===== src/rtl/dsfp_pkg.sv =====
// Shared types and constants for the dual-sensor frame pairing block.
package dsfp_pkg;

   localparam int TIME_W     = 40;
   localparam int HANDLE_W   = 8;
   localparam int POINTS_W   = 20;
   localparam int COUNT_W    = 2;
   localparam int WINDOW_W   = 20;
   localparam int STALE_W    = 24;
   localparam int CSR_IDX_W  = 2;
   localparam int CSR_DATA_W = 24;

   // Register indexes
   localparam logic [CSR_IDX_W-1:0] CSR_SENSOR_COUNT = 2'd0;
   localparam logic [CSR_IDX_W-1:0] CSR_DUAL_INTAKE  = 2'd1;
   localparam logic [CSR_IDX_W-1:0] CSR_PAIR_WINDOW  = 2'd2;
   localparam logic [CSR_IDX_W-1:0] CSR_STALE_WAIT   = 2'd3;

   // Result kinds
   localparam logic [1:0] KIND_A    = 2'd0;
   localparam logic [1:0] KIND_B    = 2'd1;
   localparam logic [1:0] KIND_PAIR = 2'd2;

   typedef struct packed {
      logic                a_valid;
      logic [TIME_W-1:0]   a_time;
      logic [HANDLE_W-1:0] a_handle;
      logic [POINTS_W-1:0] a_points;
      logic                b_valid;
      logic [TIME_W-1:0]   b_time;
      logic [HANDLE_W-1:0] b_handle;
      logic [POINTS_W-1:0] b_points;
   } req_type;

   typedef struct packed {
      logic [1:0]          merge_kind;
      logic [TIME_W-1:0]   merged_time;
      logic [HANDLE_W-1:0] first_handle;
      logic [POINTS_W-1:0] first_points;
      logic [HANDLE_W-1:0] second_handle;
      logic [POINTS_W-1:0] second_points;
   } rsp_type;

   typedef struct packed {
      logic [TIME_W-1:0]   ts;
      logic [HANDLE_W-1:0] hdl;
      logic [POINTS_W-1:0] pts;
   } entry_type;

   typedef enum logic [2:0] {
      ST_IDLE,
      ST_PUSH,
      ST_NEWEST,
      ST_LATCH,
      ST_SCAN,
      ST_DECIDE,
      ST_OUT
   } state_type;

   typedef struct packed {
      logic capture;
      logic pass;
      logic push;
      logic latch;
      logic scan;
      logic decide;
   } cmd_type;

   typedef struct packed {
      logic single_mode;
      logic pass_ok;
      logic fa_nz;
      logic fb_nz;
      logic scan_last;
      logic emit;
   } sts_type;

endpackage


===== src/rtl/dual_sensor_frame_pairing.sv =====
// Dual-sensor frame pairing: one word per polling round in, at most one merged word out.
// In pass-through mode the result is valid the cycle after acceptance and is held until
// taken. Otherwise a round steps through accept, push, newest-entry read, latch and
// decide, with a scan of every stored B entry in between when both stores hold entries,
// done through the single read port of the B store, and then an output step when a
// result goes out, where it waits in an output register until taken. One round is
// worked on at a time; req_stall is high from the cycle after acceptance until the
// round is finished. Configuration is written through csr_* and is always ready.
module dual_sensor_frame_pairing #(
   parameter int STORE_DEPTH = 10
) (
   input  logic                            clock,
   input  logic                            reset,
   input  logic                            req_valid,
   output logic                            req_stall,
   input  dsfp_pkg::req_type               req_data,
   output logic                            rsp_valid,
   input  logic                            rsp_stall,
   output dsfp_pkg::rsp_type               rsp_data,
   input  logic                            csr_valid,
   output logic                            csr_ready,
   input  logic [dsfp_pkg::CSR_IDX_W-1:0]  csr_index,
   input  logic [dsfp_pkg::CSR_DATA_W-1:0] csr_data
);
   import dsfp_pkg::*;

   cmd_type cmd;
   sts_type sts;

   assign csr_ready = 1'b1;

   dsfp_ctrl u_ctrl (
      .clock     (clock),
      .reset     (reset),
      .req_valid (req_valid),
      .req_stall (req_stall),
      .rsp_valid (rsp_valid),
      .rsp_stall (rsp_stall),
      .sts       (sts),
      .cmd       (cmd)
   );

   dsfp_datapath #(
      .STORE_DEPTH (STORE_DEPTH)
   ) u_datapath (
      .clock     (clock),
      .reset     (reset),
      .cmd       (cmd),
      .sts       (sts),
      .req_data  (req_data),
      .rsp_data  (rsp_data),
      .csr_valid (csr_valid && csr_ready),
      .csr_index (csr_index),
      .csr_data  (csr_data)
   );

   // A pending result blocks intake
   a_out_blocks_in: assert property (@(posedge clock) disable iff (reset)
      rsp_valid |-> req_stall)
      else $error("input accepted while a result waits");

   // One result per round
   a_single_result: assert property (@(posedge clock) disable iff (reset)
      rsp_valid && !rsp_stall |=> !rsp_valid)
      else $error("result repeated");

   // Single results carry no second frame
   a_single_clean: assert property (@(posedge clock) disable iff (reset)
      rsp_valid && rsp_data.merge_kind != KIND_PAIR |->
         rsp_data.second_handle == '0 && rsp_data.second_points == '0)
      else $error("single result with second frame");

endmodule


===== src/rtl/dsfp_ctrl.sv =====
// Sequencer for one polling round: intake, newest-entry read, scan, decision, result.
module dsfp_ctrl (
   input  logic              clock,
   input  logic              reset,
   input  logic              req_valid,
   output logic              req_stall,
   output logic              rsp_valid,
   input  logic              rsp_stall,
   input  dsfp_pkg::sts_type sts,
   output dsfp_pkg::cmd_type cmd
);
   import dsfp_pkg::*;

   state_type state_ff, state_in;

   // State register
   always_ff @(posedge clock) begin
      if (reset) begin
         state_ff <= ST_IDLE;
      end else begin
         state_ff <= state_in;
      end
   end

   // Next state and commands
   always_comb begin
      state_in  = state_ff;
      cmd       = '0;
      req_stall = 1'b1;
      rsp_valid = 1'b0;
      unique case (state_ff)
         ST_IDLE: begin
            req_stall = 1'b0;
            if (req_valid) begin
               cmd.capture = 1'b1;
               if (sts.single_mode) begin
                  if (sts.pass_ok) begin
                     cmd.pass = 1'b1;
                     state_in = ST_OUT;
                  end
               end else begin
                  state_in = ST_PUSH;
               end
            end
         end
         ST_PUSH: begin
            cmd.push = 1'b1;
            state_in = ST_NEWEST;
         end
         ST_NEWEST: begin
            state_in = ST_LATCH;
         end
         ST_LATCH: begin
            cmd.latch = 1'b1;
            cmd.scan  = 1'b1;
            state_in  = (sts.fa_nz && sts.fb_nz) ? ST_SCAN : ST_DECIDE;
         end
         ST_SCAN: begin
            cmd.scan = 1'b1;
            if (sts.scan_last) begin
               state_in = ST_DECIDE;
            end
         end
         ST_DECIDE: begin
            cmd.decide = 1'b1;
            state_in   = sts.emit ? ST_OUT : ST_IDLE;
         end
         ST_OUT: begin
            rsp_valid = 1'b1;
            if (!rsp_stall) begin
               state_in = ST_IDLE;
            end
         end
         default: begin
            state_in = ST_IDLE;
         end
      endcase
   end

endmodule


===== src/rtl/dsfp_datapath.sv =====
// Frame stores, configuration registers, nearest-time scan and result register.
module dsfp_datapath #(
   parameter int STORE_DEPTH = 10
) (
   input  logic                               clock,
   input  logic                               reset,
   input  dsfp_pkg::cmd_type                  cmd,
   output dsfp_pkg::sts_type                  sts,
   input  dsfp_pkg::req_type                  req_data,
   output dsfp_pkg::rsp_type                  rsp_data,
   input  logic                               csr_valid,
   input  logic [dsfp_pkg::CSR_IDX_W-1:0]     csr_index,
   input  logic [dsfp_pkg::CSR_DATA_W-1:0]    csr_data
);
   import dsfp_pkg::*;

   localparam int IW = $clog2(STORE_DEPTH);
   localparam int FW = $clog2(STORE_DEPTH + 1);
   localparam int SW = IW + 2;
   localparam logic [SW-1:0] DEPTH_S = SW'(STORE_DEPTH);
   localparam logic [FW-1:0] DEPTH_F = FW'(STORE_DEPTH);

   // Fold a sum below twice the depth back into the ring
   function automatic logic [IW-1:0] wrap(input logic [SW-1:0] s);
      logic [SW-1:0] r;
      r = (s >= DEPTH_S) ? (s - DEPTH_S) : s;
      return r[IW-1:0];
   endfunction

   // Configuration
   logic [COUNT_W-1:0]  sensor_count_ff;
   logic                dual_intake_ff;
   logic [WINDOW_W-1:0] pair_window_ff;
   logic [STALE_W-1:0]  stale_wait_ff;

   always_ff @(posedge clock) begin
      if (reset) begin
         sensor_count_ff <= COUNT_W'(2);
         dual_intake_ff  <= 1'b1;
         pair_window_ff  <= WINDOW_W'(50000);
         stale_wait_ff   <= STALE_W'(150000);
      end else if (csr_valid) begin
         unique case (csr_index)
            CSR_SENSOR_COUNT: sensor_count_ff <= csr_data[COUNT_W-1:0];
            CSR_DUAL_INTAKE:  dual_intake_ff  <= csr_data[0];
            CSR_PAIR_WINDOW:  pair_window_ff  <= csr_data[WINDOW_W-1:0];
            CSR_STALE_WAIT:   stale_wait_ff   <= csr_data[STALE_W-1:0];
            default: ;
         endcase
      end
   end

   // Captured round
   req_type req_ff;
   always_ff @(posedge clock) begin
      if (cmd.capture) begin
         req_ff <= req_data;
      end
   end

   // Ring pointers and last arrival times
   logic [IW-1:0]     head_a_ff, head_a_in, head_b_ff, head_b_in;
   logic [FW-1:0]     fill_a_ff, fill_a_in, fill_b_ff, fill_b_in;
   logic [TIME_W-1:0] last_a_ff, last_a_in, last_b_ff, last_b_in;

   logic push_a, push_b, full_a, full_b;
   logic [IW-1:0] wa_a, wa_b, ra_a, ra_b, scan_addr;

   assign push_a = cmd.push && req_ff.a_valid;
   assign push_b = cmd.push && req_ff.b_valid && dual_intake_ff;
   assign full_a = (fill_a_ff == DEPTH_F);
   assign full_b = (fill_b_ff == DEPTH_F);
   assign wa_a   = full_a ? head_a_ff : wrap(SW'(head_a_ff) + SW'(fill_a_ff));
   assign wa_b   = full_b ? head_b_ff : wrap(SW'(head_b_ff) + SW'(fill_b_ff));

   // Memories
   entry_type mem_a [STORE_DEPTH];
   entry_type mem_b [STORE_DEPTH];
   entry_type rd_a_ff, rd_b_ff;

   always_ff @(posedge clock) begin
      if (push_a) begin
         mem_a[wa_a] <= '{ts: req_ff.a_time, hdl: req_ff.a_handle, pts: req_ff.a_points};
      end
      rd_a_ff <= mem_a[ra_a];
   end

   always_ff @(posedge clock) begin
      if (push_b) begin
         mem_b[wa_b] <= '{ts: req_ff.b_time, hdl: req_ff.b_handle, pts: req_ff.b_points};
      end
      rd_b_ff <= mem_b[ra_b];
   end

   // Scan bookkeeping
   logic [FW-1:0]       scan_cnt_ff, didx_ff, best_idx_ff;
   logic                dv_ff, matched_ff;
   logic [TIME_W-1:0]   best_dt_ff;
   entry_type           best_ff;
   entry_type           newest_a_ff;
   entry_type           newest_b_ff;

   assign ra_a      = wrap(SW'(head_a_ff) + SW'(fill_a_ff) - SW'(1));
   assign scan_addr = wrap(SW'(head_b_ff) + SW'(scan_cnt_ff));
   assign ra_b      = cmd.scan ? scan_addr : wrap(SW'(head_b_ff) + SW'(fill_b_ff) - SW'(1));

   logic [TIME_W-1:0] dt;
   logic              hit, issue;
   assign dt    = (newest_a_ff.ts > rd_b_ff.ts) ? (newest_a_ff.ts - rd_b_ff.ts)
                                                : (rd_b_ff.ts - newest_a_ff.ts);
   assign hit   = cmd.scan && dv_ff && (dt < TIME_W'(pair_window_ff))
                  && (!matched_ff || dt < best_dt_ff);
   assign issue = cmd.scan && (scan_cnt_ff < fill_b_ff);

   always_ff @(posedge clock) begin
      if (reset) begin
         dv_ff       <= 1'b0;
         matched_ff  <= 1'b0;
         scan_cnt_ff <= '0;
      end else if (cmd.capture) begin
         dv_ff       <= 1'b0;
         matched_ff  <= 1'b0;
         scan_cnt_ff <= '0;
      end else begin
         // issue the next entry and compare the one read last cycle
         if (cmd.scan) begin
            dv_ff <= issue;
         end
         if (issue) begin
            scan_cnt_ff <= scan_cnt_ff + FW'(1);
         end
         if (hit) begin
            matched_ff <= 1'b1;
         end
      end
   end

   always_ff @(posedge clock) begin
      if (issue) begin
         didx_ff <= scan_cnt_ff;
      end
      if (hit) begin
         best_dt_ff  <= dt;
         best_idx_ff <= didx_ff;
         best_ff     <= rd_b_ff;
      end
      if (cmd.latch) begin
         newest_a_ff <= rd_a_ff;
         newest_b_ff <= rd_b_ff;
      end
   end

   // Decision
   logic                fa_nz, fb_nz, go, use_b, emit;
   logic [TIME_W-1:0]   st_n, st_r;
   logic [POINTS_W:0]   psum;
   logic [POINTS_W-1:0] single_pts;
   rsp_type             dec_rsp;

   assign fa_nz = (fill_a_ff != '0);
   assign fb_nz = (fill_b_ff != '0);
   assign psum  = {1'b0, newest_a_ff.pts} + {1'b0, best_ff.pts};

   always_comb begin
      if (fa_nz && !fb_nz) begin
         st_n = newest_a_ff.ts;
         st_r = last_b_ff;
      end else if (!fa_nz && fb_nz) begin
         st_n = newest_b_ff.ts;
         st_r = last_a_ff;
      end else if (newest_a_ff.ts > newest_b_ff.ts) begin
         st_n = newest_a_ff.ts;
         st_r = newest_b_ff.ts;
      end else begin
         st_n = newest_b_ff.ts;
         st_r = newest_a_ff.ts;
      end
   end

   assign go         = (fa_nz || fb_nz) && (st_n > st_r)
                       && ((st_n - st_r) > TIME_W'(stale_wait_ff));
   assign use_b      = !fa_nz;
   assign single_pts = use_b ? newest_b_ff.pts : newest_a_ff.pts;

   always_comb begin
      dec_rsp = '0;
      if (matched_ff) begin
         dec_rsp.merge_kind    = KIND_PAIR;
         dec_rsp.merged_time   = (newest_a_ff.ts < best_ff.ts) ? newest_a_ff.ts : best_ff.ts;
         dec_rsp.first_handle  = newest_a_ff.hdl;
         dec_rsp.first_points  = newest_a_ff.pts;
         dec_rsp.second_handle = best_ff.hdl;
         dec_rsp.second_points = best_ff.pts;
         emit                  = (psum != '0);
      end else begin
         dec_rsp.merge_kind   = use_b ? KIND_B : KIND_A;
         dec_rsp.merged_time  = use_b ? newest_b_ff.ts : newest_a_ff.ts;
         dec_rsp.first_handle = use_b ? newest_b_ff.hdl : newest_a_ff.hdl;
         dec_rsp.first_points = single_pts;
         emit                 = go && (single_pts != '0);
      end
   end

   // Pointer updates from push and decide
   always_comb begin
      head_a_in = head_a_ff;
      head_b_in = head_b_ff;
      fill_a_in = fill_a_ff;
      fill_b_in = fill_b_ff;
      last_a_in = last_a_ff;
      last_b_in = last_b_ff;
      if (push_a) begin
         last_a_in = req_ff.a_time;
         if (full_a) head_a_in = wrap(SW'(head_a_ff) + SW'(1));
         else        fill_a_in = fill_a_ff + FW'(1);
      end
      if (push_b) begin
         last_b_in = req_ff.b_time;
         if (full_b) head_b_in = wrap(SW'(head_b_ff) + SW'(1));
         else        fill_b_in = fill_b_ff + FW'(1);
      end
      if (cmd.decide) begin
         if (matched_ff) begin
            fill_a_in = '0;
            head_b_in = wrap(SW'(head_b_ff) + SW'(best_idx_ff) + SW'(1));
            fill_b_in = fill_b_ff - best_idx_ff - FW'(1);
         end else if (go) begin
            if (use_b) fill_b_in = fill_b_ff - FW'(1);
            else       fill_a_in = fill_a_ff - FW'(1);
         end
      end
   end

   always_ff @(posedge clock) begin
      if (reset) begin
         head_a_ff <= '0;
         head_b_ff <= '0;
         fill_a_ff <= '0;
         fill_b_ff <= '0;
         last_a_ff <= '0;
         last_b_ff <= '0;
      end else begin
         head_a_ff <= head_a_in;
         head_b_ff <= head_b_in;
         fill_a_ff <= fill_a_in;
         fill_b_ff <= fill_b_in;
         last_a_ff <= last_a_in;
         last_b_ff <= last_b_in;
      end
   end

   // Result register
   rsp_type rsp_ff;
   always_ff @(posedge clock) begin
      if (cmd.pass) begin
         rsp_ff <= '{merge_kind: KIND_A, merged_time: req_data.a_time,
                     first_handle: req_data.a_handle, first_points: req_data.a_points,
                     second_handle: '0, second_points: '0};
      end else if (cmd.decide && emit) begin
         rsp_ff <= dec_rsp;
      end
   end
   assign rsp_data = rsp_ff;

   // Status
   assign sts.single_mode = (sensor_count_ff == COUNT_W'(1));
   assign sts.pass_ok     = req_data.a_valid;
   assign sts.fa_nz       = fa_nz;
   assign sts.fb_nz       = fb_nz;
   assign sts.scan_last   = dv_ff && (didx_ff == fill_b_ff - FW'(1));
   assign sts.emit        = emit;

endmodule


===== config.mk =====
export PLATFORM = sky130hd
export DESIGN_NAME = dual_sensor_frame_pairing
export DESIGN_NICKNAME = d
export VERILOG_FILES = /design/src/rtl/dsfp_pkg.sv /design/src/rtl/dual_sensor_frame_pairing.sv /design/src/rtl/dsfp_ctrl.sv /design/src/rtl/dsfp_datapath.sv
export SDC_FILE = /design/constraint.sdc
export NUM_CORES = 2
export LEC_CHECK = 0
export ABC_AREA = 0
export BUFFER_PORTS_ARGS = -buffer_cell sky130_fd_sc_hd__buf_2
export CORE_ASPECT_RATIO = 1.1
export CORE_MARGIN = 1
export CORE_UTILIZATION = 31
export DETAILED_ROUTE_END_ITERATION = 10
export PLACE_DENSITY = 0.52
export SKIP_LAST_GASP = 1
export SYNTH_ARGS = -nofsm -noshare
export SYNTH_HDL_FRONTEND = slang
export SYNTH_SLANG_ARGS = --single-unit
export TNS_END_PERCENT = 50

===== constraint.sdc =====
create_clock -name clock -period 42.7 [get_ports clock]
set_input_delay 12.81 -clock clock [delete_from_list [all_inputs] [get_ports clock]]
set_output_delay 12.81 -clock clock [all_outputs]
set_load 0.05 [all_outputs]

==> impl_metrics.tcl <==
set metrics [dict create \
    dieArea_um2 310000 \
    overflow 0 \
    use_met3_pct 2.70 \
    slew_violations 0 \
    worstSetupPathType "in2reg" \
    drt-initial-drc-count 4928 \
    chipWidth_um 531 \
    synth-edff-count 1818 \
    post-route-period-util_pct 35.2 \
    synth_mux_area_share_pct 7.62 \
    ys_seq_area_share_pct 64.0 \
    synthArstFlopShare_pct 0 \
    fin_nets 7883 \
    r2r-end "u_datapath.rsp_data[75]$_DFFE_PP_" \
    p_leak_nw 38.2 \
    end_kind "flop" \
    synth_top_family_by_area "compound AO/OA/AOI/OAI gates" \
    power.total_mw 6.24 \
    setup_viol 0 \
    synth_ff_type "edfxtp_1" \
    antenna_found_initial 32 \
    cp_top_family "simple AND/OR/NAND/NOR gates" \
    cts_setup_buffers 0 \
    worstPathCellList "buf_2 > and2_4 > and3_4 > nor2_8 > inv_4 > buf_4" \
    met2_usage_pct 30.7 \
    grt_max_degree 146 \
    firstDrtPassIters 5 \
    grt_pass1_vias 59700 \
    hold_buffers 0 \
    vias_per_cell 5.23 \
    rsz0062_at_grt "no" \
    max_slew_margin_pct 19.6 \
    track_usage_pct 18.9 \
    num_vias 60900 \
    maxCapViolations 0 \
    place.gp.congestion 0.917 \
    critical-path-max-stage-delay_ns 0.69 \
    die_h_um 584 \
    fmax_mhz 66.5 \
    vdd_drop_max_mv 0.0519 \
    finalCriticalPeriod_ns 15.04 \
    cts.reportedPaths.clkPinSlew_ns 0.06 \
    final_common_cell "edfxtp_1" \
    drcViolationCount 0 \
    yosys.area_share.simple_pct 7.90 \
    grt_pass1_wl_um 427000 \
    yosysWarnings 0 \
    postRouteAntennaNets 0 \
    crit_required_ns 43.18 \
    synth_compound_area_share_pct 11.9 \
    drive_gt1_share_pct 13.8 \
    crit_fanout 40 \
    cp.arrival_ns 15.52 \
    endpoint "u_datapath.rsp_data[75]$_DFFE_PP_" \
    tightest_slew_ns 1.20 \
    synthXorXnorAreaFrac_pct 0.956 \
    finalHoldViolCount 0 \
    grt-busiest-layer "met2" \
    clk_path_buf_depth 4 \
    cts_root_buffer "clkbuf_16" \
    synthAdderAreaFrac_pct 4.77 \
    syn_inst 7160 \
    cts.htree.levels 4 \
    ys_seq_elements 2136 \
    start_util_pct 31.2 \
    synth_area_per_cell_um2 13.3 \
    worstReg2RegStart "u_datapath.newest_a_ff[58]$_DFFE_PP_" \
    port_buffers 268 \
    final_cell_mix "1818 x edfxtp_1, 689 x nand2_1, 406 x a21oi_1" \
    synth_area_um2 95300 \
    post_cts_resized 0 \
    worstSetupPathDepth 6 \
    core_area_um2 306000 \
    cp-startpoint "req_valid" \
    hpwl_um 202000 \
    status "complete, no violations" \
    crit_slowest_cell "and3_4" \
    synth_cell_types 84 \
    clkLatencyLatePin_ns 0.96 \
    reg2regPathDepth 34 \
    crit_buf_inv 3 \
    reg2reg_slack_ns 30.44 \
    final.setup.tns_ns 0 \
    rows 213 \
    met1_usage_pct 25.9 \
    cts_made_buffers 231 \
    wl_um 300000 \
    syn_nets 7687 \
    cts_tree "built" \
    finClkSkew_ns 0.143 \
    syn2layout_area_growth_pct 14.5 \
    powerDensity_nw_per_um2 57.2 \
    pin_count 270 \
    clock-sinks 2136 \
    startpoint_type "input port" \
    wl_per_cell_um 25.8 \
    hold_class "reg2reg" \
]
[Yosys cell counts, types with 38 or more instances]
cell type,instances,area share [%]
a211oi_1,279,2.2
a21o_1,129,1.0
a21oi_1,409,2.1
a22o_1,64,0.59
a31oi_1,137,0.90
and2_1,46,0.30
buf_1,39,0.15
clkbuf_1,357,1.4
dfxtp_1,318,6.7
edfxtp_1,1818,57
ha_1,349,4.6
inv_1,310,1.2
mux2_2,78,0.92
mux2i_1,332,3.5
mux4_2,136,3.2
nand2_1,690,2.7
nand3_1,88,0.46
nand4_1,77,0.51
nor2_1,322,1.3
nor2b_1,155,1.0
nor3_1,53,0.28
nor4_1,38,0.25
o211a_1,71,0.75
o21ai_0,245,1.3
o31a_1,72,0.66
xnor2_1,63,0.58
xor2_1,41,0.38
[kinds of logic (layout without fill, tap and decap cells)]
kind of cell             count (synthesis)  in the layout
other                                    1              8
buffers and inverters                  718           1116
AO/OA/AOI/OAI                         1684           1684
AND/OR/NAND/NOR                       1613           1613
flip-flops                            2136           2136
XOR/XNOR                               104            104
adder cells (fa/ha/maj)                358            358
multiplexers                           546            546
[power by group]
| part | switching (mW) | leakage (nW) | internal, mW |
|---|---|---|---|
| Sequential | 0.156 | 19.0 | 2.44 |
| Combinational | 1.05 | 15.3 | 0.568 |
| Clock | 0.845 | 3.78 | 1.18 |
| Total | 2.05 | 38.2 | 4.19 |
[stage by stage]
stage | setup WS (ns) | hold WS [ns] | cells | area, um^2 | util, %
after CTS | 27.58 | 0.383 | 11600 | 109000 | 35.7
final | 27.66 | 0.386 | 11700 | 109000 | 35.7
after detailed placement | 26.77 | 0.391 | 11200 | 101000 | 33.1
after floorplan | 17.84 | 0.386 | 7160 | 95300 | -
after global routing | 27.51 | 0.383 | 11600 | 109000 | 35.7
after global placement | 26.84 | 0.392 | 11200 | 101000 | 33.1
[layout make-up]
type                    instances  area (um^2)
fillers                     29700       197000
repair buffers                370         2170
clock inverters               110         1170
flip-flops and latches       2136        61000
diodes                          7         17.5
multi-input cells            4306        32000
inverters                     311         1170
well taps                    4085         5110
clock buffers                 325         6550
[flip-flops by register name (all words and copies together) (netlist names), 20 cells and up]
register / flops
u_datapath.best_ff: 68
u_datapath.last_b_ff: 40
u_datapath.req_ff: 138
u_datapath.rd_b_ff: 68
u_datapath.newest_b_ff: 68
u_datapath.rsp_data: 98
u_datapath.pair_window_ff: 20
u_datapath.best_dt_ff: 40
u_datapath.mem_a: 680
u_datapath.rd_a_ff: 68
u_datapath.mem_b: 680
u_datapath.newest_a_ff: 68
u_datapath.stale_wait_ff: 24
u_datapath.last_a_ff: 40
[layer usage]
metal / wire length (um) / share of wire (%)
met5: 55 / 0.018
met3: 15700 / 5.2
met1: 134000 / 45
met2: 140000 / 47
met4: 10500 / 3.5
[how the worst min path moves through the flow]
stage | from | endpoint | cells after the start
2_1_floorplan | u_datapath.rd_a_ff[0]$_DFF_P_ | u_datapath.newest_a_ff[0]$_DFFE_PP_ | 0
3_3_place_gp | u_datapath.rd_a_ff[39]$_DFF_P_ | u_datapath.newest_a_ff[39]$_DFFE_PP_ | 0
3_5_place_dp | u_datapath.rd_a_ff[26]$_DFF_P_ | u_datapath.newest_a_ff[26]$_DFFE_PP_ | 0
4_1_cts | u_datapath.rd_a_ff[47]$_DFF_P_ | u_datapath.newest_a_ff[47]$_DFFE_PP_ | 0
5_1_grt | u_datapath.rd_a_ff[47]$_DFF_P_ | u_datapath.newest_a_ff[47]$_DFFE_PP_ | 0
6_report | u_datapath.rd_a_ff[47]$_DFF_P_ | u_datapath.newest_a_ff[47]$_DFFE_PP_ | 0
[worst reg2reg max path, delay by kind of cell, from the launching register on]
family,cells,cell delay (ns)
AOI/OAI and AO/OA,12,2.86
buffers and inverters,4,1.13
muxes,2,0.83
adders and majority gates,4,1.36
DFF,1,0.60
and+or+nand+nor,11,4.53
xor gates and xnor gates,1,0.47
Note: power is estimated with default switching activity, not from simulation.
